### config.mk
export PLATFORM = sky130hd
export DESIGN_NAME = ffsa_ctrl
export DESIGN_NICKNAME = d
export VERILOG_FILES = /design/src/rtl/core/ffsa_pkg.sv /design/src/rtl/core/ffsa_ctrl.sv
export SDC_FILE = /design/constraint.sdc
export NUM_CORES = 1
export LEC_CHECK = 0
export BUFFER_PORTS_ARGS = -buffer_cell sky130_fd_sc_hd__clkbuf_2
export CORE_MARGIN = 1.5
export CORE_UTILIZATION = 30
export DETAILED_ROUTE_END_ITERATION = 12
export SETUP_SLACK_MARGIN = 0.05
export SLEW_MARGIN = 10
export SYNTH_ARGS = -nofsm -noshare
export SYNTH_HDL_FRONTEND = slang
export SYNTH_SLANG_ARGS = --single-unit
### constraint.sdc
create_clock -name clock -period 9.3 [get_ports clock]
set_input_delay 1.395 -clock clock [delete_from_list [all_inputs] [get_ports clock]]
set_output_delay 1.395 -clock clock [all_outputs]
set_load 0.01 [all_outputs]
### src/rtl/core/ffsa_pkg.sv
package ffsa_pkg;

   localparam logic [1:0] KIND_ALLOC   = 2'd0;
   localparam logic [1:0] KIND_FREE    = 2'd1;
   localparam logic [1:0] KIND_REALLOC = 2'd2;

   localparam logic [2:0] STATUS_OK         = 3'd0;
   localparam logic [2:0] STATUS_HEAP_FULL  = 3'd1;
   localparam logic [2:0] STATUS_ZERO_SIZE  = 3'd2;
   localparam logic [2:0] STATUS_TABLE_FULL = 3'd3;
   localparam logic [2:0] STATUS_UNKNOWN    = 3'd4;

   localparam logic [31:0] HEAP_LIMIT_RESET = 32'd65536;

   typedef struct packed {
      logic [1:0]  kind;
      logic [31:0] address;
      logic [31:0] size;
   } req_type;

   typedef struct packed {
      logic [31:0] result_address;
      logic [2:0]  status;
      logic [31:0] copy_from;
      logic [31:0] copy_bytes;
   } rsp_type;

   typedef struct packed {
      logic [31:0] start;
      logic [31:0] size;
      logic        free;
   } seg_type;

   typedef enum logic [2:0] {
      CELL_HOLD,
      CELL_ROTATE,
      CELL_LOAD,
      CELL_MARK,
      CELL_MERGE,
      CELL_CLOSE
   } cell_op_type;

   typedef struct packed {
      cell_op_type op;
      seg_type     data;
   } cell_cmd_type;

   typedef enum logic [2:0] {
      S_IDLE,
      S_SCAN,
      S_DECIDE,
      S_FREE1,
      S_FREE2,
      S_MERGE,
      S_CLOSE,
      S_DONE
   } ctrl_state_type;

endpackage

### src/rtl/core/ffsa_ctrl.sv
module ffsa_ctrl #(
   parameter int MAX_SEGMENTS = 64,
   parameter int HEADER_BYTES = 24
) (
   input  logic                            clock,
   input  logic                            reset,
   input  logic                            start,
   output logic                            busy,
   input  ffsa_pkg::req_type               req_data,
   input  logic [31:0]                     heap_limit,
   input  ffsa_pkg::seg_type               head0,
   input  ffsa_pkg::seg_type               head1,
   output ffsa_pkg::cell_cmd_type          cell_cmd,
   output logic [$clog2(MAX_SEGMENTS)-1:0] cell_idx,
   output logic                            rsp_strobe,
   output ffsa_pkg::rsp_type               rsp_data
);
   import ffsa_pkg::*;

   localparam int IW = $clog2(MAX_SEGMENTS);
   localparam int CW = $clog2(MAX_SEGMENTS + 1);
   localparam logic [CW-1:0] MAX_COUNT = CW'(MAX_SEGMENTS);
   localparam logic [CW-1:0] LAST_STEP = CW'(MAX_SEGMENTS - 1);
   localparam logic [31:0] HDR = 32'(HEADER_BYTES);

   ctrl_state_type state_ff, state_in;
   logic [CW-1:0]  step_ff, step_in;
   logic [CW-1:0]  count_ff, count_in;
   logic [31:0]    top_ff, top_in;
   req_type        req_ff, req_in;
   rsp_type        rsp_ff, rsp_in;
   logic           l_found_ff, l_found_in;
   logic [IW-1:0]  l_idx_ff, l_idx_in;
   logic [31:0]    l_size_ff, l_size_in;
   logic           l_pf_ff, l_pf_in;
   logic           l_nf_ff, l_nf_in;
   logic [31:0]    pre_size_ff, pre_size_in;
   logic [31:0]    nxt_size_ff, nxt_size_in;
   logic           prev_free_ff, prev_free_in;
   logic [31:0]    prev_size_ff, prev_size_in;
   logic           f_found_ff, f_found_in;
   logic [IW-1:0]  f_idx_ff, f_idx_in;
   logic [31:0]    f_start_ff, f_start_in;
   logic [31:0]    acc_ff, acc_in;
   logic [1:0]     ndel_ff, ndel_in;
   logic [IW-1:0]  del_idx_ff, del_idx_in;

   logic           entry_valid;
   logic           next_valid;
   logic           alloc_req;
   logic           free_req;
   logic           re_req;
   logic           need_alloc;
   logic           a_ok;
   logic [2:0]     a_status;
   logic [31:0]    a_addr;
   logic [33:0]    heap_end;

   always_ff @(posedge clock) begin
      if (reset) begin
         state_ff <= S_IDLE;
         count_ff <= '0;
         top_ff <= '0;
         ndel_ff <= '0;
      end else begin
         state_ff <= state_in;
         count_ff <= count_in;
         top_ff <= top_in;
         ndel_ff <= ndel_in;
      end
   end

   always_ff @(posedge clock) begin
      step_ff <= step_in;
      req_ff <= req_in;
      rsp_ff <= rsp_in;
      l_found_ff <= l_found_in;
      l_idx_ff <= l_idx_in;
      l_size_ff <= l_size_in;
      l_pf_ff <= l_pf_in;
      l_nf_ff <= l_nf_in;
      pre_size_ff <= pre_size_in;
      nxt_size_ff <= nxt_size_in;
      prev_free_ff <= prev_free_in;
      prev_size_ff <= prev_size_in;
      f_found_ff <= f_found_in;
      f_idx_ff <= f_idx_in;
      f_start_ff <= f_start_in;
      acc_ff <= acc_in;
      del_idx_ff <= del_idx_in;
   end

   assign entry_valid = (step_ff < count_ff);
   assign next_valid = ({1'b0, step_ff} + {{CW{1'b0}}, 1'b1}) < {1'b0, count_ff};
   assign heap_end = {2'b00, top_ff} + {2'b00, HDR} + {2'b00, req_ff.size};

   assign alloc_req = (req_ff.kind == KIND_ALLOC)
                      || ((req_ff.kind == KIND_REALLOC) && (req_ff.address == '0));
   assign free_req = (req_ff.kind == KIND_FREE)
                     || ((req_ff.kind == KIND_REALLOC) && (req_ff.address != '0)
                         && (req_ff.size == '0));
   assign re_req = (req_ff.kind == KIND_REALLOC) && (req_ff.address != '0)
                   && (req_ff.size != '0);
   assign need_alloc = alloc_req || (re_req && l_found_ff && (l_size_ff < req_ff.size));

   always_comb begin
      a_ok = 1'b0;
      a_status = STATUS_OK;
      a_addr = '0;
      if (req_ff.size == '0) begin
         a_status = STATUS_ZERO_SIZE;
      end else if (f_found_ff) begin
         a_ok = 1'b1;
         a_addr = f_start_ff + HDR;
      end else if (count_ff >= MAX_COUNT) begin
         a_status = STATUS_TABLE_FULL;
      end else if (heap_end > {2'b00, heap_limit}) begin
         a_status = STATUS_HEAP_FULL;
      end else begin
         a_ok = 1'b1;
         a_addr = top_ff + HDR;
      end
   end

   always_comb begin
      state_in = state_ff;
      step_in = step_ff;
      count_in = count_ff;
      top_in = top_ff;
      req_in = req_ff;
      rsp_in = rsp_ff;
      l_found_in = l_found_ff;
      l_idx_in = l_idx_ff;
      l_size_in = l_size_ff;
      l_pf_in = l_pf_ff;
      l_nf_in = l_nf_ff;
      pre_size_in = pre_size_ff;
      nxt_size_in = nxt_size_ff;
      prev_free_in = prev_free_ff;
      prev_size_in = prev_size_ff;
      f_found_in = f_found_ff;
      f_idx_in = f_idx_ff;
      f_start_in = f_start_ff;
      acc_in = acc_ff;
      ndel_in = ndel_ff;
      del_idx_in = del_idx_ff;
      cell_cmd = '{op: CELL_HOLD, data: '0};
      cell_idx = '0;
      rsp_strobe = 1'b0;

      case (state_ff)
         S_IDLE: begin
            if (start) begin
               req_in = req_data;
               rsp_in = '0;
               step_in = '0;
               l_found_in = 1'b0;
               f_found_in = 1'b0;
               prev_free_in = 1'b0;
               state_in = S_SCAN;
            end
         end
         S_SCAN: begin
            cell_cmd.op = CELL_ROTATE;
            if (entry_valid && !l_found_ff && ((head0.start + HDR) == req_ff.address)) begin
               l_found_in = 1'b1;
               l_idx_in = step_ff[IW-1:0];
               l_size_in = head0.size;
               l_pf_in = (step_ff != '0) && prev_free_ff;
               pre_size_in = prev_size_ff;
               l_nf_in = next_valid && head1.free;
               nxt_size_in = head1.size;
            end
            if (entry_valid && !f_found_ff && head0.free && (head0.size >= req_ff.size)) begin
               f_found_in = 1'b1;
               f_idx_in = step_ff[IW-1:0];
               f_start_in = head0.start;
            end
            prev_free_in = head0.free;
            prev_size_in = head0.size;
            step_in = step_ff + {{(CW-1){1'b0}}, 1'b1};
            if (step_ff == LAST_STEP) begin
               state_in = S_DECIDE;
            end
         end
         S_DECIDE: begin
            state_in = S_DONE;
            if (need_alloc && a_ok) begin
               if (f_found_ff) begin
                  cell_cmd.op = CELL_MARK;
                  cell_cmd.data.free = 1'b0;
                  cell_idx = f_idx_ff;
               end else begin
                  cell_cmd.op = CELL_LOAD;
                  cell_cmd.data = '{start: top_ff, size: req_ff.size, free: 1'b0};
                  cell_idx = count_ff[IW-1:0];
                  count_in = count_ff + {{(CW-1){1'b0}}, 1'b1};
                  top_in = heap_end[31:0];
               end
            end
            if (alloc_req) begin
               rsp_in.result_address = a_addr;
               rsp_in.status = a_status;
            end else if (free_req) begin
               if (req_ff.address == '0) begin
                  rsp_in.status = STATUS_OK;
               end else if (!l_found_ff) begin
                  rsp_in.status = STATUS_UNKNOWN;
               end else begin
                  state_in = S_FREE1;
               end
            end else if (re_req) begin
               if (!l_found_ff) begin
                  rsp_in.status = STATUS_UNKNOWN;
               end else if (l_size_ff >= req_ff.size) begin
                  rsp_in.result_address = req_ff.address;
               end else if (a_ok) begin
                  rsp_in.result_address = a_addr;
                  rsp_in.copy_from = req_ff.address;
                  rsp_in.copy_bytes = l_size_ff;
                  if (f_found_ff && (f_idx_ff == (l_idx_ff - {{(IW-1){1'b0}}, 1'b1}))) begin
                     l_pf_in = 1'b0;
                  end
                  if (f_found_ff && (f_idx_ff == (l_idx_ff + {{(IW-1){1'b0}}, 1'b1}))) begin
                     l_nf_in = 1'b0;
                  end
                  state_in = S_FREE1;
               end else begin
                  rsp_in.status = a_status;
               end
            end
         end
         S_FREE1: begin
            acc_in = l_nf_ff ? (l_size_ff + HDR + nxt_size_ff) : l_size_ff;
            state_in = S_FREE2;
         end
         S_FREE2: begin
            if (l_pf_ff) begin
               acc_in = pre_size_ff + HDR + acc_ff;
            end
            ndel_in = {1'b0, l_pf_ff} + {1'b0, l_nf_ff};
            del_idx_in = l_idx_ff + {{(IW-1){1'b0}}, 1'b1};
            if (l_pf_ff) begin
               del_idx_in = l_idx_ff;
            end
            state_in = S_MERGE;
         end
         S_MERGE: begin
            cell_cmd.op = CELL_MERGE;
            cell_cmd.data.size = acc_ff;
            cell_idx = l_pf_ff ? (l_idx_ff - {{(IW-1){1'b0}}, 1'b1}) : l_idx_ff;
            state_in = (ndel_ff == 2'd0) ? S_DONE : S_CLOSE;
         end
         S_CLOSE: begin
            cell_cmd.op = CELL_CLOSE;
            cell_idx = del_idx_ff;
            count_in = count_ff - {{(CW-1){1'b0}}, 1'b1};
            ndel_in = ndel_ff - 2'd1;
            if (ndel_ff == 2'd1) begin
               state_in = S_DONE;
            end
         end
         S_DONE: begin
            rsp_strobe = 1'b1;
            state_in = S_IDLE;
         end
         default: begin
            state_in = S_IDLE;
         end
      endcase
   end

   assign busy = (state_ff != S_IDLE);
   assign rsp_data = rsp_ff;

endmodule

# ---- Yosys cells after proc, flatten, opt, wreduce, memory -nomap -nowiden
# Index checks and enable logic that the tools add are counted.
dict set report totals {
  reg_bits 431
  latch_bits 0
  output_inout_bits 175
  inputBits 231
  mem_bits_ro 0
  ramBits 0
  memories 0
  word_cells 229
}
dict set report op_classes {
  multipliers 0
  n_reduce_logical 51
  add_sub_neg 17
  mux 89
  n_eq_ne 38
  order_cmp 7
  n_div 0
  bitwise 1
  shifts 0
}
# cell n
set ops {}
lappend ops {{32-bit two-way mux} 11}
lappend ops {{64-bit two-way mux} 5}
lappend ops {{99-bit two-way mux} 2}
lappend ops {{99-bit case mux with 2 select lines} 1}
lappend ops {{32-bit by 5-bit adder with 32-bit output (second input constant)} 5}
lappend ops {{67-bit two-way mux} 2}
lappend ops {{32-bit case mux with 2 select lines} 2}
lappend ops {{32-bit adder} 2}
lappend ops {{32-bit greater-or-equal comparator} 2}
lappend ops {{32-bit zero test} 2}
lappend ops {{32-bit nonzero test} 2}
lappend ops {{3-bit two-way mux} 16}
lappend ops {{35-bit two-way mux} 1}
lappend ops {{33-bit by 32-bit adder with 34-bit output} 1}
lappend ops {{34-bit by 32-bit > comparator with 1-bit output} 1}
lappend ops {{32-bit by 5-bit adder with 33-bit output (second input constant)} 1}
lappend ops {{32-bit equality test} 1}
lappend ops {{32-bit < comparator} 1}
lappend ops {{2-bit != test (second input constant)} 16}
lappend ops {{1-bit two-way mux} 28}
lappend ops {{7-bit case mux with 2 select lines} 2}
lappend ops {{6-bit two-way mux} 4}
lappend ops {{3-bit case mux with 8 select lines} 1}
lappend ops {{7-bit two-way mux} 3}
lappend ops {{other kinds (39)} 91}

# ---- Longest topological paths before layout
dict set report logic_depth {
  depth_word 14
  depth_mapped 26
  mapped_depth_nobuf 23
}

# ---- Worst setup path after synthesis
# OpenSTA, ideal clock, no wires.
dict set report synth_timing {
  kind {input to register}
  from {input head0[36] (netlist bit)}
  to {register l_idx_ff[0], enable pin}
  slack_ps 1142
  required_ps 8736
  setup_time_ps 564
  path_buffers 2
  cell_stages 12
  arrival_time_ps 7595
  cell_sequence {inv_1 ha_1 buf_2 nand3b_1 or4_4 buf_6 nor2_4 a41oi_1 a211o_1 nor4_2 nand2_1 nor2_1}
}
dict set report synth_via {
  elab_chain_len 4
}
# element line_no
set synth_rtl {}
lappend synth_rtl {{start, declared} ffsa_ctrl.sv:11} ;# input ffsa_pkg::seg_type head0,
lappend synth_rtl {{32-bit by 5-bit adder with 32-bit output} ffsa_ctrl.sv:165} ;# if (entry_valid && !l_found_ff && ((head0.start + HDR) == req_ff.address)) begin
lappend synth_rtl {{32-bit equality test} ffsa_ctrl.sv:165}
lappend synth_rtl {{1-bit logical AND} ffsa_ctrl.sv:165}
lappend synth_rtl {{2-bit AND reduction (no line)} --}
lappend synth_rtl {{end signal, assigned} ffsa_ctrl.sv:78} ;# l_idx_ff <= l_idx_in;
lappend synth_rtl {{end, declared} ffsa_ctrl.sv:33} ;# logic [IW-1:0] l_idx_ff, l_idx_in;
# Every way passes these cells.
# A chain may end at the register's enable or synchronous reset.

==> flow_summary.ini <==
[sta]
min_period_ns = 8.71
slew-limit-headroom_pct = 23.6
tightest_slew_ns = 1.14
period_share_pct = 93.6
setup_viol = 0
drv_slew = 0
report.final.hold_viol_count = 0
skew_ns = 0.0259
fmax_mhz = 115
holdWs_ns = 0.417
grt_setup_unrepaired = false
finalSetupTns_ns = 0

[global_route]
overflow = 0
met2_usage_pct = 32.2
grt_pass1_wl_um = 134000
antenna_found_initial = 2
grt_max_degree = 103
grt.busiest_layer = met2
grt.met3_usage_pct = 2.36
globalRouteMet1Util_pct = 25.7
grt_util_all_layers_pct = 19.3
grt_pass1_vias = 21100

[routing]
antenna_left = 0
routedWlPerCell_um = 22.0
drc = 0
routed_wl_um = 91600
via_per_inst = 5.13
drt_iter0_drc = 1483
dr_total_vias = 21300
first_pass_iters = 6

[synthesis]
ys_top_cells_by_count = edfxtp_1 (387), ha_1 (308), nor2_1 (165)
postSynthAreaPerCell_sq_um = 10.7
synth_compound_area_share_pct = 14.6
synth_top_family_by_area = compound AO/OA/AOI/OAI gates
ys_seq_area_share_pct = 45.5
synth_cell_types = 84
syn_area_sq_um = 27500
synth-simple-area-share_pct = 13.5
synth_edf_count = 387
yosys.area.top_type = edfxtp_1
yosysWarnings = 0
ys_seq_elements = 431
syn_inst = 2566
synthXorXnorAreaFrac_pct = 6.40
synth_fp_nets = 3109
synthMuxAreaShare_pct = 2.31
synth_top_cell_area_share_pct = 42.3
synthTopCellsByArea = edfxtp_1 (42%), ha_1 (14%), xnor2_1 (4.0%)
synth_fa_ha_area_share_pct = 14.3
synth.most_common_cell = edfxtp_1
synth_ff_type = edfxtp_1
async_flop_share_pct = 0

[setup_path]
crit_chain = ha_1, ha_1, inv_1, fa_1, nor2b_1, o31a_1, o311ai_1, a21oi_1, nand2b_1, a22oi_1, mux2_2, a211oi_1, ha_1, a21oi_1, nor2b_1, o21ai_0, o2111ai_1, o32a_1, nor3_1, o21ba_2, buf_4, and3_1, clkbuf_2
cpMaxStageDelayCell = o311ai_1
critPathBufInv = 3
cp_top_family = compound AO/OA/AOI/OAI gates
cp.required_ns = 7.91
cp-end-kind = output pin
critical_path.max_stage_delay_ns = 0.54
critPathLaunchType = flip-flop
cp.arrival_ns = 7.31
crit_type = reg2out
cp_common_cell = ha_1
crit_fanout = 37

[placement]
gp_congestion = 0.907
portBuffers = 372
dp_hpwl_um = 71700
place_area_sq_um = 30800

[power_and_ir_drop]
power_per_cell_area_nw_per_um2 = 145
irDropWorstVdd_uv = 137
leakagePower_nw = 13.8
power_mw = 4.73

[cells_and_area]
syn_to_final_growth_pct = 18.4
drive_above_1_share_pct = 17.8
fillers = 9019
fin_util_pct = 36.0
multi_input_comb_area_sq_um = 14100
ff_latch_area_sq_um = 12500
final_cell_area_sq_um = 32600
fin_nets = 3490

[hold_path]
hold_class = reg2reg

[cts]
clock-root-buffer = clkbuf_16
clk_pin_slew_worst_paths_ns = 0.06
postCtsHoldBufs = 0
tritoncts = done
cts.sinks = 431
htreeDepth = 2
tritoncts.num_buffers = 52
cts.path.max_buffers = 3
clkLatencyLatePin_ns = 0.64

[die]
rows = 110
io_pins = 406
start_util_pct = 30.4
die_area_sq_um = 93500
coreArea_sq_um = 90400
die_y_um = 306
dieWidth_um = 306

[outcome]
outcome = completed

[run]
maxCapViolCount = 0
per-stage QoR:
stage | worst slack [ns] | cells
final | 0.594 | 4162
after global placement | 0.987 | 4069
after detailed placement | 0.978 | 4069
after floorplan | 1.14 | 2566
after global routing | 0.105 | 4160
after CTS | 0.245 | 4160
where the power goes:
group	internal, mW	switching, mW	leakage [nW]
sequential	2.17	0.0511	3.99
combinational	0.154	0.251	9.00
clock	1.23	0.876	0.833
total	3.56	1.18	13.8
registers in the layout, indices dropped and copies added, names as in the netlist, 7 cells and up:
register	count
acc_ff	32
count_ff	7
f_start_ff	32
l_size_ff	32
nxt_size_ff	32
pre_size_ff	32
prev_size_ff	32
req_ff	66
rsp_data	99
step_ff	7
top_ff	32
path summary, 6_finish.rpt:
| check | depth (start not counted) | from | slack [ns] | to |
|---|---|---|---|---|
| worst max-delay path | 23 | req_ff[1] | 0.59 | cell_cmd[58] |
| worst min-delay path | 0 | prev_size_ff[11] | 0.42 | pre_size_ff[11] |
| worst max register to register | 23 | req_ff[1] | 1.85 | rsp_data[88] |
| worst min register to register | 0 | prev_size_ff[11] | 0.42 | pre_size_ff[11] |
layer usage:
metal  wire length (um)  vias up
met2              42900      637
met1              41100    10200
li1                   -    10300
met3               4830      110
met4               2730        0
met5                  0        -
layout by cell type (no fill, tap or decap), types with 44 or more instances in the layout:
cell type,netlist,final
edfxtp_1,387,387
xor2_1,75,75
ha_1,308,308
xnor2_1,126,126
dfxtp_1,44,44
nand2_1,146,146
a21o_1,73,73
mux2i_1,59,59
nand3_1,56,56
clkbuf_2,0,372
clkbuf_16,0,53
and2_1,79,78
and3_1,64,64
a22o_1,59,59
nor2_1,165,161
a21oi_1,157,156
inv_1,148,147
o21ai_0,120,118
cell families (layout without fill, tap and decap cells):
logic type                 after synthesis  count (layout)
AOI/OAI and AO/OA                      606             606
xor gates and xnor gates               201             201
adders and majority gates              312             312
buffers and inverters                  233             651
DFF                                    431             431
muxes                                   63              63
other                                    1               3
and+or+nand+nor                        719             719
what timing repair did:
item | in CTS | in global routing
hold endpoints to repair | 0 | 0
buffers inserted | 0 | 0
gates resized for setup | 0 | 1
setup endpoints to repair | 0 | 7
layout make-up:
class | count | area share, %
inverter | 150 | 1.73
tap | 1176 | 4.52
timing repair buffer | 410 | 6.67
clock inverter | 34 | 1.16
antenna | 2 | 0.0154
multi-input combinational | 1902 | 43.4
sequential | 431 | 38.4
clock buffer | 57 | 4.12
Note: power is estimated with default switching activity, not from simulation.
