--- src/rtl/core/ffsa_pkg.sv ---
package ffsa_pkg;

   localparam logic [1:0] KIND_ALLOC   = 2'd0;
   localparam logic [1:0] KIND_FREE    = 2'd1;
   localparam logic [1:0] KIND_REALLOC = 2'd2;

   localparam logic [2:0] STATUS_OK         = 3'd0;
   localparam logic [2:0] STATUS_HEAP_FULL  = 3'd1;
   localparam logic [2:0] STATUS_ZERO_SIZE  = 3'd2;
   localparam logic [2:0] STATUS_TABLE_FULL = 3'd3;
   localparam logic [2:0] STATUS_UNKNOWN    = 3'd4;

   localparam logic [31:0] HEAP_LIMIT_RESET = 32'd65536;

   typedef struct packed {
      logic [1:0]  kind;
      logic [31:0] address;
      logic [31:0] size;
   } req_type;

   typedef struct packed {
      logic [31:0] result_address;
      logic [2:0]  status;
      logic [31:0] copy_from;
      logic [31:0] copy_bytes;
   } rsp_type;

   typedef struct packed {
      logic [31:0] start;
      logic [31:0] size;
      logic        free;
   } seg_type;

   typedef enum logic [2:0] {
      CELL_HOLD,
      CELL_ROTATE,
      CELL_LOAD,
      CELL_MARK,
      CELL_MERGE,
      CELL_CLOSE
   } cell_op_type;

   typedef struct packed {
      cell_op_type op;
      seg_type     data;
   } cell_cmd_type;

   typedef enum logic [2:0] {
      S_IDLE,
      S_SCAN,
      S_DECIDE,
      S_FREE1,
      S_FREE2,
      S_MERGE,
      S_CLOSE,
      S_DONE
   } ctrl_state_type;

endpackage

--- src/rtl/core/ffsa_cell.sv ---
module ffsa_cell #(
   parameter int MAX_SEGMENTS = 64,
   parameter int INDEX = 0
) (
   input  logic                            clock,
   input  ffsa_pkg::cell_cmd_type          cmd,
   input  logic [$clog2(MAX_SEGMENTS)-1:0] idx,
   input  ffsa_pkg::seg_type               next_seg,
   output ffsa_pkg::seg_type               seg
);
   import ffsa_pkg::*;

   localparam int IW = $clog2(MAX_SEGMENTS);
   localparam logic [IW-1:0] MY_IDX = IW'(INDEX);

   seg_type seg_ff;
   seg_type seg_in;
   logic    hit;
   logic    at_or_after;

   assign hit = (idx == MY_IDX);
   assign at_or_after = (MY_IDX >= idx);

   always_comb begin
      seg_in = seg_ff;
      case (cmd.op)
         CELL_HOLD: begin
            seg_in = seg_ff;
         end
         CELL_ROTATE: begin
            seg_in = next_seg;
         end
         CELL_LOAD: begin
            if (hit) begin
               seg_in = cmd.data;
            end
         end
         CELL_MARK: begin
            if (hit) begin
               seg_in.free = cmd.data.free;
            end
         end
         CELL_MERGE: begin
            if (hit) begin
               seg_in.size = cmd.data.size;
               seg_in.free = 1'b1;
            end
         end
         CELL_CLOSE: begin
            if (at_or_after) begin
               seg_in = next_seg;
            end
         end
         default: begin
            seg_in = seg_ff;
         end
      endcase
   end

   always_ff @(posedge clock) begin
      seg_ff <= seg_in;
   end

   assign seg = seg_ff;

endmodule

--- config.mk ---
export PLATFORM = sky130hd
export DESIGN_NAME = ffsa_cell
export DESIGN_NICKNAME = d
export VERILOG_FILES = /design/src/rtl/core/ffsa_pkg.sv /design/src/rtl/core/ffsa_cell.sv
export SDC_FILE = /design/constraint.sdc
export NUM_CORES = 1
export LEC_CHECK = 0
export BUFFER_PORTS_ARGS = -buffer_cell sky130_fd_sc_hd__buf_2
export CORE_ASPECT_RATIO = 0.6
export CORE_MARGIN = 2
export CORE_UTILIZATION = 44
export DETAILED_ROUTE_END_ITERATION = 7
export PLACE_DENSITY = 0.95
export SLEW_MARGIN = 15
export SYNTH_ARGS = -nofsm -noshare
export SYNTH_HDL_FRONTEND = slang
export SYNTH_SLANG_ARGS = --single-unit
--- constraint.sdc ---
create_clock -name clock -period 6.53 [get_ports clock]
set_input_delay 0.3265 -clock clock [delete_from_list [all_inputs] [get_ports clock]]
set_output_delay 0.3265 -clock clock [all_outputs]
set_load 0.01 [all_outputs]
# Yosys cells after proc, flatten, opt, wreduce, memory -nomap -nowiden
# Cells that the tools add are included.
[classes]
shifts = 0
div_mod_pow = 0
muxes = 7
n_reduce_logical = 7
add_sub_neg = 0
n_eq_ne = 9
order_cmp = 1
multipliers = 0
n_bitwise = 0
[op_table]
columns = ["operator", "count"]
rows = [
  ["65-bit two-way mux", 2],
  ["32-bit case mux with 4 select lines", 1],
  ["32-bit case mux with 3 select lines", 1],
  ["33-bit two-way mux", 1],
  ["2-bit inequality test (second input constant)", 4],
  ["3-bit by 2-bit == test with 1-bit output (second input constant)", 2],
  ["3-bit == test (second input constant)", 2],
  ["1-bit by 6-bit >= comparator with 1-bit output (first input constant)", 1],
  ["6-bit logical NOT", 1],
  ["1-bit case mux with 5 select lines", 1],
  ["5-bit AND reduction", 1],
  ["5-bit nonzero test", 1],
  ["4-bit AND reduction", 1],
  ["4-bit nonzero test", 1],
  ["3-bit by 1-bit == test with 1-bit output (second input constant)", 1],
  ["3-bit AND reduction", 1],
  ["3-bit nonzero test", 1],
  ["1-bit two-way mux", 1],
]
[totals]
rom_bits = 0
mem_bits_rw = 0
in_bits = 140
ff_bits = 65
n_memories = 0
latchBits = 0
elab_cells = 27
output_inout_bits = 65

# Depth between registers and ports, before layout
# Gate-level depths: netlist of run 1.
[logic_depth]
word_depth = 3
ltp_mapped = 4
depth_no_buf = 3

# Worst setup path after synthesis of run 1
# OpenSTA, ideal clock, no wires.
[synth_path]
path_type = "input -> register"
start = "input port idx[5]"
end = "register seg_ff (netlist bit seg[10]), enable pin"
path_buffers = 0
setup_slack_ns = 2.937
cell_stages = 3
setup_time_ns = 0.466
arrival_time_ns = 3.128
required_ns = 6.064
cell_sequence = "nor4_1 > nand2_1 > o21ai_0"
[synth_between]
elab_chain_cells = 3
word_cells_on_any_way = 6
classes_between = "order compare: 1; eq/ne: 3; reduce/logical: 2"
[synth_lines]
columns = ["item", "line", "text"]
rows = [
  ["start, declared", "ffsa_cell.sv:7", "input logic [$clog2(MAX_SEGMENTS)-1:0] idx,"],
  ["1-bit by 6-bit >= comparator with 1-bit output / 6-bit logical NOT (equally long branches)", "ffsa_cell.sv:22, ffsa_cell.sv:21", ""],
  ["2-bit inequality test (no line)", "--", ""],
  ["4-bit AND reduction (no line) (*)", "--", ""],
  ["end signal, assigned", "ffsa_cell.sv:61", "seg_ff <= seg_in;"],
  ["end, declared", "ffsa_cell.sv:16", "seg_type seg_ff;"],
]
# Mark *: on every way between the ends. The rest lies on a longest branch, timed or not.
# A chain may end at the register's enable or synchronous reset.

==> summary.md, run 1 <==
| Metric | Value |
|---|---|
| Vias in the first global route | 2160 |
| DR vias | 2121 |
| HP Class | input port to flip-flop |
| Peak supply drop | 120 µV |
| FFs w/ async S/R, synth | 0 |
| Postcts setup bufs | 0 |
| Internal cell power | 722 µW |
| Data arrival, critical path | 1.88 ns |
| Final Core Density | 0.668 |
| Pwr dens | 221 nW/µm² |
| Fill cells | 456 |
| Post-synth top area cell | edfxtp_1 |
| PortBufs | 204 |
| Row count | 22 |
| Root buffer cell | clkbuf_8 |
| Ys flop type | edfxtp_1 |
| Synth warnings | 0 |
| GRT Overall Usage | 0.178 |
| GP Congestion | 0.754 |
| Tmin final | 1.82 ns |
| Final instance area | 4140 µm² |
| Final Cycle Share | 0.279 |
| TritonRoute pass-1 iters | 4 |
| Sequential group share of total power | 0.538 |
| WHS Path Cells | 2 |
| WL/cell | 14.3 µm |
| Final Total Pwr | 916 µW |
| Die area | 7170 µm² |
| I/O Pins | 205 |
| Fin. Hold Viols | 0 |
| Max_cap viols | 0 |
| Area contributors post-synth | edfxtp_1, mux2_1, buf_6, buf_4, mux2_2 |
| Final slew viol count | 0 |
| Mapped Nets | 295 |
| Via density | 4.67 |
| Synthesized area per cell | 18.4 µm² |
| Max FFs per register | 65 |
| LEAKAGE | 1.80 nW |
| P_sw | 194 µW |
| Antenna Cells | 0 |
| Crit path largest cell delay | 0.81 ns |
| Status | complete, no violations |
| CTS Hold Bufs | 0 |
| DP Area | 3970 µm² |
| CTS tree | done |
| Detailed-route DRC error count | 0 |
| Max-slew headroom at the worst pin | 0.316 |
| Post-DRT Antenna Nets | 0 |
| Switching Share | 0.211 |
| Seq. cell area | 1950 µm² |
| Hold_ws | 0.283 ns |
| Worst Max-Slew Pin Slew | 1.02 ns |
| CP Cell Sequence | buf_2 -> nand2b_1 -> a21oi_4 -> mux2_1 |
| Most frequent cell after synthesis | edfxtp_1 |
| Layout Area Growth over Synthesis | 44.9% |
| Clock network power share | 0.328 |
| Sequential-to-total area share from yosys stat | 0.683 |
| Clock sinks | 65 |
| Yosys cell types | 20 |
| Fin nets | 507 |
| Critical path launch point type | input port |
| Antenna violations before repair | 0 |
| Synth cell count leaders | edfxtp_1, mux2_1, buf_4, buf_6, nand2b_1 |
| Clk slew on worst S/H paths | 0.07 ns |
| Crit end category | flip-flop |
| Initial drt markers | 54 |
| CTS max path bufs | 2 |
| Req. time, crit path | 6.59 ns |
| Hold_sp | next_seg[60] |
| Area share of the largest cell type after synthesis | 0.683 |
| Routed WL | 6510 µm |
| Flops & latches, synth | 65 |
| Fmax | 550 MHz |
| Die Ht | 66.4 µm |
| Netlist area before placement | 2860 µm² |
| Slowest cell on crit path | a21oi_4 |
| CP max FO | 32 |
| Chip width | 108 µm |
| Core area | 6190 µm² |
| Initial Util | 0.461 |
| H-tree depth | 3 |
| Post-CTS Resized | 0 |
| CP Class | input port to flip-flop |
| Inserted Clock Buffers | 9 |
| Area occupied by multi-input gates | 858 µm² |
| Post-synthesis cell count | 155 |
| Post-synth EDFFs | 65 |
| Hold endpoint | seg[60] |
| Gate power share | 0.133 |
| Setup Viol. Count Final | 0 |
| Largest net degree at the start of global routing | 33 |
| Final setup TNS | 0 ns |
| Hpwl dp | 5160 µm |
| Grt ovf | 0 |
| Share of layout cells above drive strength 1 | 0.608 |
| Unrepaired setup endpoints after global routing | false |
| First-pass GRT wire length | 9490 µm |
## layer usage
layer  vias to the layer above  track usage  routed length [µm]
met3                         6       0.0670                 596
met1                       973        0.186                2410
met4                         0       0.0529                  61
met2                       111        0.336                3440
met5                         -            0                   0
li1                       1031            -                   -
## cell families (layout without fill, tap and decap cells)
group           after synthesis  after routing  synth area share
simple gates                 10             10            0.0228
buf+inv                       8            223            0.0223
mux                          64             64             0.252
compound gates                8              8            0.0193
flops                        65             65             0.683
## power groups by stage
stage | sequential, mW | clock, mW | combinational, mW
2_1_floorplan | 0.516 | 0 | 0.0417
4_1_cts | 0.493 | 0.312 | 0.124
6_report | 0.493 | 0.300 | 0.122
5_1_grt | 0.495 | 0.332 | 0.133
3_5_place_dp | 0.502 | 0 | 0.124
3_3_place_gp | 0.501 | 0 | 0.118
## through the flow
stage | setup slack, ns | instances
6_report | 4.71 | 454
5_1_grt | 4.61 | 454
4_1_cts | 4.69 | 454
3_5_place_dp | 4.34 | 440
3_3_place_gp | 4.43 | 440
2_1_floorplan | 2.94 | 155
## final cells by class
class	count	area share
timing repair buffer	207	0.252
clock inverter	5	0.0118
inverter	2	0.00181
clock buffer	9	0.0299
multi-input combinational	82	0.207
tap	84	0.0254
sequential	65	0.472
## layout by cell type, fill, tap and decap left out, drive strengths merged
master and n:
buf 207, edfxtp 65, mux2 64, clkbuf 9, nand2b 4, clkinv 3
inv 2, nand2 2, a21oi 2, nor2 2, o21ai 2, o221ai 1
nor4 1, a21boi 1, o22ai 1, nor4b 1, a2bb2oi 1, bufinv 1
clkinvlp 1
## critical path, delay by kind of cell
family          cells  cell delay [ns]
compound gates      1             0.81
mux                 1             0.40
simple gates        1             0.19
buf+inv             1             0.13
## how the worst max path moves through the flow
| stage | start | to | slack [ns] | cells past startpoint |
|---|---|---|---|---|
| finish | cmd[66] | seg[28] | 4.71 | 4 |
| global route | cmd[66] | seg[7] | 4.61 | 4 |
| CTS | cmd[66] | seg[9] | 4.69 | 4 |
| detailed placement | cmd[66] | seg[9] | 4.34 | 4 |
| global placement | cmd[66] | seg[29] | 4.43 | 4 |
| floorplan | idx[5] | seg[10] | 2.94 | 3 |
(Power assumes the default switching activity.)
==> run 2: changes to the inputs <==
--- a/config.mk
+++ b/config.mk
@@ -8,9 +8,9 @@
 export BUFFER_PORTS_ARGS = -buffer_cell sky130_fd_sc_hd__buf_2
 export CORE_ASPECT_RATIO = 0.6
 export CORE_MARGIN = 2
-export CORE_UTILIZATION = 44
+export CORE_UTILIZATION = 37
 export DETAILED_ROUTE_END_ITERATION = 7
-export PLACE_DENSITY = 0.95
+export PLACE_DENSITY = 0.88
 export SLEW_MARGIN = 15
 export SYNTH_ARGS = -nofsm -noshare
 export SYNTH_HDL_FRONTEND = slang
==> constraint.sdc (replaced) <==
create_clock -name clock -period 1.6 [get_ports clock]
set_input_delay 0.08 -clock clock [delete_from_list [all_inputs] [get_ports clock]]
set_output_delay 0.08 -clock clock [all_outputs]
set_load 0.01 [all_outputs]
==> run 2 against run 1 <==
Against the previous run:
- clock-buffer cell count up 1
- sequential share of layout area down 2.1 points
- core utilization decreased by 7.9 points
- largest power group unchanged
- non-clock buffer count increased by 1
- critical path depth rose by 1
- via count grew 0.71%
- routed wire length is 2.8% higher
- final area up 4.7%
- flip-flop and latch count stayed put
- setup slack got worse by 4.3 ns
==> summary.md, run 2 (synthesis results as in run 1) <==
| Metric | Value |
|---|---|
| LEAKAGE | 1.87 nW (+3.5%) |
| CP Class | input port to flip-flop |
| Data arrival, critical path | 1.19 ns (-0.69 ns) |
| Fin. Hold Viols | 0 (unchanged) |
| H-tree depth | 3 (unchanged) |
| WL/cell | 14.0 µm (-2.2%) |
| Req. time, crit path | 1.62 ns (-4.97 ns) |
| Initial Util | 0.388 (-0.0729) |
| Most frequent cells in the layout | buf_2, edfxtp_1, mux2_1 |
| Max FFs per register | 65 (unchanged) |
| Fin nets | 508 (+0.20%) |
| Tmin final | 1.18 ns |
| Status | complete, no violations |
| Most common cell after layout, fill and taps aside | buf_2 |
| CTS Hold Bufs | 0 (unchanged) |
| Post-DRT Antenna Nets | 0 (unchanged) |
| First-pass GRT wire length | 10300 µm (+8.9%) |
| Antenna violations before repair | 0 (unchanged) |
| Root buffer cell | clkbuf_16 |
| Crit end category | flip-flop |
| Unrepaired setup endpoints after global routing | false |
| Largest net degree at the start of global routing | 33 (unchanged) |
| Die area | 8460 µm² (+18%) |
| Setup Viol. Count Final | 0 (unchanged) |
| Initial drt markers | 135 (+150%) |
| Worst Max-Slew Pin Slew | 0.392 ns (-0.632 ns) |
| Vias in the first global route | 2230 (+3.2%) |
| GRT Overall Usage | 0.161 (-0.0176) |
| Peak supply drop | 677 µV (+460%) |
| HP Class | input port to flip-flop |
| Clock sinks | 65 (unchanged) |
| Pwr dens | 975 nW/µm² (+340%) |
| Postcts setup bufs | 0 (unchanged) |
| Layout Area Growth over Synthesis | 51.7% |
| GP Congestion | 0.691 (-8.4%) |
| Max-slew headroom at the worst pin | 0.737 (+0.421) |
| Max_cap viols | 0 (unchanged) |
| I/O Pins | 205 (unchanged) |
| Routed WL | 6690 µm (+2.8%) |
| Row count | 24 (+9.1%) |
| PortBufs | 204 (unchanged) |
| CP max FO | 32 (unchanged) |
| CTS tree | done |
| Clk slew on worst S/H paths | 0.05 ns (-0.02 ns) |
| Final instance area | 4330 µm² (+4.7%) |
| Final setup TNS | 0 ns (unchanged) |
| Final slew viol count | 0 (unchanged) |
| Die Ht | 72.1 µm (+8.5%) |
| Hpwl dp | 5190 µm (+0.52%) |
| Critical path launch point type | input port |
| Inserted Clock Buffers | 9 (unchanged) |
| Final Cycle Share | 0.735 |
| Grt ovf | 0 (unchanged) |
| Hold_ws | 0.0412 ns (-0.242 ns) |
| Via density | 4.48 (-4.1%) |
| TritonRoute pass-1 iters | 4 (unchanged) |
| Antenna Cells | 0 (unchanged) |
| Post-CTS Resized | 0 (unchanged) |
| DR vias | 2136 (+0.71%) |
| Core area | 7360 µm² (+19%) |
| Share of layout cells above drive strength 1 | 0.619 (+0.0112) |
| DP Area | 4070 µm² (+2.6%) |
| Final Total Pwr | 4.23 mW (+360%) |
| Detailed-route DRC error count | 0 (unchanged) |
| Fmax | 851 MHz |
| CTS max path bufs | 2 (unchanged) |
| Chip width | 117 µm (+8.7%) |
-- run 2: area by class of cell --
class                      instances  area [µm²]
tap                              104         130
clock buffer                      10         229
multi-input combinational         82         880
clock inverter                     6        35.0
sequential                        65        1950
fill                             569        3020
inverter                           2        7.51
timing repair buffer             208        1100
-- run 2: through the flow --
step                worst slack [ns]  cells   util
floorplan                    0.00882    155      -
global placement               0.133    461  0.553
detailed placement            0.0772    461  0.553
CTS                            0.438    477  0.589
global route                   0.371    477  0.589
finish                         0.424    477  0.589
-- run 2: final timing paths --
kind / startpoint / end / slack [ns] / depth (start not counted)
setup / recovery: idx[5] / seg[38] / 0.42 / 5
hold / removal: next_seg[10] / seg[10] / 0.04 / 2
-- run 2: critical path, cell delays in order --
cell	delay (ns)
buf_2	0.11
nor4_2	0.33
nand2_1	0.21
o22ai_4	0.22
buf_12	0.23
-- run 2: metal layers --
metal  GRT usage  up-vias  share of wire
li1            -     1038              -
met1       0.178      975           0.41
met2       0.274      118           0.49
met3      0.0770        5          0.091
met4      0.0629        0         0.0099
met5           0        -              0
-- run 2: power breakdown --
| part | switching (mW) | internal (mW) |
|---|---|---|
| sequential | 0.0204 | 1.99 |
| clock | 0.658 | 1.03 |
| combinational | 0.236 | 0.286 |
| total | 0.914 | 3.31 |
==> run 3: changes to the inputs <==
--- a/config.mk
+++ b/config.mk
@@ -5,12 +5,13 @@
 export SDC_FILE = /design/constraint.sdc
 export NUM_CORES = 1
 export LEC_CHECK = 0
+export ABC_AREA = 1
 export BUFFER_PORTS_ARGS = -buffer_cell sky130_fd_sc_hd__buf_2
 export CORE_ASPECT_RATIO = 0.6
 export CORE_MARGIN = 2
-export CORE_UTILIZATION = 37
+export CORE_UTILIZATION = 42
 export DETAILED_ROUTE_END_ITERATION = 7
-export PLACE_DENSITY = 0.88
+export PLACE_DENSITY = 0.91
 export SLEW_MARGIN = 15
 export SYNTH_ARGS = -nofsm -noshare
 export SYNTH_HDL_FRONTEND = slang
==> constraint.sdc (replaced) <==
create_clock -name clock -period 1.1 [get_ports clock]
set_input_delay 0.055 -clock clock [delete_from_list [all_inputs] [get_ports clock]]
set_output_delay 0.055 -clock clock [all_outputs]
set_load 0.01 [all_outputs]
==> run 3 against run 2 <==
Against the previous run:
- synthesized area rose by 8.1%
- non-clock buffer count rose by 3
- clock power rose by 53%
- final area rose by 4.5%
- clock-buffer cell count fell by 1
- first-iteration DRC count down 16%
- combinational power grew 120%
- via count is 24% higher
- cell count is 26% higher
- die area down 4.6%
- core utilization rose by 4.2 points
- critical path type unchanged
- critical endpoint is now seg[2]
==> summary.md, run 3 <==
| Metric | Value |
|---|---|
| Status | complete, no violations |
| Postcts setup bufs | 0 (unchanged) |
| GP Congestion | 0.736 (+6.5%) |
| Grt ovf | 0 (unchanged) |
| Area share of the largest cell type after synthesis | 0.632 (-0.0512) |
| Sequential-to-total area share from yosys stat | 0.632 (-0.0512) |
| Largest net degree at the start of global routing | 65 (+97%) |
| CP Cell Sequence | buf_2 -> nand2_1 -> nand3_2 -> buf_12 -> o21ai_0 |
| Flops & latches, synth | 65 (unchanged) |
| Fin nets | 649 (+28%) |
| Share of layout cells above drive strength 1 | 0.502 (-0.117) |
| FFs w/ async S/R, synth | 0 (unchanged) |
| P_sw | 1.60 mW (+75%) |
| Post-synthesis cell count | 301 (+94%) |
| PortBufs | 204 (unchanged) |
| Data arrival, critical path | 1.00 ns (-0.19 ns) |
| Setup Viol. Count Final | 0 (unchanged) |
| Netlist area before placement | 3090 µm² (+8.1%) |
| Tmin final | 0.957 ns |
| Peak supply drop | 645 µV (-4.8%) |
| Sequential group share of total power | 0.455 (-0.021) |
| CP Buf/Inv Count | 2 (unchanged) |
| Core area | 7180 µm² (-2.4%) |
| Pwr dens | 1520 nW/µm² (+56%) |
| Worst Max-Slew Pin Slew | 0.295 ns (-0.0965 ns) |
| Internal cell power | 5.30 mW (+60%) |
| Antenna Cells | 0 (unchanged) |
| Hpwl dp | 5720 µm (+10%) |
| Most frequent cell after synthesis | nand2_1 |
| Mapped Nets | 441 (+49%) |
| LEAKAGE | 2.34 nW (+26%) |
| Crit-path leading delay family | buffers and inverters |
| Layout Area Growth over Synthesis | 46.7% |
| Max_cap viols | 0 (unchanged) |
| CTS max path bufs | 2 (unchanged) |
| Met2 Usage GRT | 0.330 (+0.0558) |
| Ys flop type | edfxtp_1 |
| Vias in the first global route | 2573 (+15%) |
| M1 GR Usage | 0.203 (+0.0249) |
| Final Cycle Share | 0.870 |
| Slowest cell on crit path | buf_12 |
| Fmax | 1040 MHz |
| GRT busiest layer | met2 |
| Hold_sp | next_seg[13] |
| Synthesized area per cell | 10.3 µm² (-44%) |
| Crit path largest cell delay | 0.29 ns (-0.04 ns) |
| CP max FO | 64 (+100%) |
| Area contributors post-synth | edfxtp_1, nand2_1, inv_1, o21ai_2, o21ai_0 |
| HP Class | input port to flip-flop |
| Initial Util | 0.430 (+0.0420) |
| Post-DRT Antenna Nets | 0 (unchanged) |
| Synth cell count leaders | nand2_1, inv_1, edfxtp_1 |
| Unrepaired setup endpoints after global routing | false |
| TritonRoute pass-1 iters | 6 (+2) |
| Post-CTS Resized | 0 (unchanged) |
| Critical path launch point type | input port |
| Gate power share | 0.170 (+0.047) |
| Req. time, crit path | 1.14 ns (-0.48 ns) |
| Detailed-route DRC error count | 0 (unchanged) |
| Final slew viol count | 0 (unchanged) |
| WL/cell | 12.1 µm (-14%) |
| Post-synth top area cell | edfxtp_1 |
| CTS tree | done |
| Post-synth EDFFs | 65 (unchanged) |
| Inserted Clock Buffers | 9 (unchanged) |
| Synth warnings | 0 (unchanged) |
| WHS Path Cells | 3 (+1) |
| Crit end category | flip-flop |
| Max-slew headroom at the worst pin | 0.803 (+0.0667) |
| GR Util met3 | 0.0599 (-0.0171) |
| Clock sinks | 65 (unchanged) |
| Via density | 4.40 (-1.8%) |
| Antenna violations before repair | 0 (unchanged) |
| Row count | 24 (unchanged) |
| Most frequent cells in the layout | buf_2, nand2_1, edfxtp_1 |
| H-tree depth | 3 (unchanged) |
| Fin. Hold Viols | 0 (unchanged) |
| Final Core Density | 0.631 (+0.0420) |
| Die area | 8080 µm² (-4.6%) |
| Chip width | 115 µm (-2.3%) |
| First-pass GRT wire length | 11200 µm (+8.4%) |
| Root buffer cell | clkbuf_16 |
| DR vias | 2651 (+24%) |
| CTS Hold Bufs | 0 (unchanged) |
| CP Class | input port to flip-flop |
| Final Total Pwr | 6.90 mW (+63%) |
| Routed WL | 7280 µm (+8.8%) |
| Most common cell after layout, fill and taps aside | buf_2 |
| Clk slew on worst S/H paths | 0.05 ns (about the same) |
| Switching Share | 0.231 (+0.0151) |
| Yosys cell types | 16 (-20%) |
| Die Ht | 70.4 µm (-2.3%) |
| Max FFs per register | 65 (unchanged) |
| Clock network power share | 0.375 (-0.025) |
| I/O Pins | 205 (unchanged) |
| GRT Overall Usage | 0.180 (+0.0195) |
| Initial drt markers | 113 (-16%) |
| Hold endpoint | seg[13] |
[run 3: cell types whose count changed in the layout (fill, tap and decap cells not counted), moves of 2 or more]
cell      change
buf_4         +3
inv_1        +62
inv_4         +2
mux2_1       -62
mux2_2        -2
nand2_1      +71
nand2_2       +4
nand2b_1      -3
nand3_1       +4
nor2_1        +2
o21ai_0      +33
o21ai_1      +10
o21ai_2      +22
[run 3: final cells by class]
class                   count  area, µm²
clock buffers               9        225
clock inverters             5       48.8
fillers                   603       2650
inverters                  69        288
multi-input cells         153        778
flip-flops and latches     65       1950
well taps                  91        114
repair buffers            211       1120
[run 3: logic make-up (layout without fill, tap and decap cells)]
group | Yosys count | count (layout) | synth area share
AND/OR/NAND/NOR | 86 | 86 | 0.111
AO/OA/AOI/OAI | 67 | 67 | 0.136
flip-flops | 65 | 65 | 0.632
buffers and inverters | 83 | 294 | 0.121
[run 3: worst max-delay path by stage]
stage	slack [ns]	from	to	depth (start not counted)
after global placement	-0.1	cmd[67]	seg[56]	8
after detailed placement	-0.20	cmd[67]	seg[2]	5
after floorplan	-0.20	cmd[67]	seg[33]	7
after global routing	0.06	cmd[67]	seg[2]	5
after CTS	0.14	cmd[67]	seg[2]	5
final	0.14	cmd[67]	seg[2]	5
[run 3: power groups by stage]
stage          clock [mW]  sequential [mW]  combinational (mW)
5_1_grt              2.76             3.16                1.30
2_1_floorplan           0             3.35               0.413
3_3_place_gp            0             3.18                1.14
4_1_cts              2.67             3.15                1.19
6_report             2.58             3.14                1.17
3_5_place_dp            0             3.19                1.18
[run 3: per-stage QoR]
| stage | worst slack, ns | cell area (µm²) | setup TNS, ns | hold WS, ns | instances |
|---|---|---|---|---|---|
| CTS | 0.138 | 4530 | 0 | 0.00410 | 603 |
| floorplan | -0.196 | 3140 | -12.52 | 0.246 | 301 |
| finish | 0.143 | 4530 | 0 | 0.0168 | 603 |
| global placement | -0.0977 | 4260 | -7.19 | 0.330 | 589 |
| detailed placement | -0.198 | 4260 | -12.60 | 0.335 | 589 |
| global route | 0.0634 | 4530 | 0 | 0.0105 | 603 |
[run 3: routing by layer]
metal / wire (µm) / vias to the layer above
met3: 514 / 4
met4: 34 / 0
met2: 3680 / 101
met1: 3040 / 1160
met5: 0 / -
li1: - / 1386
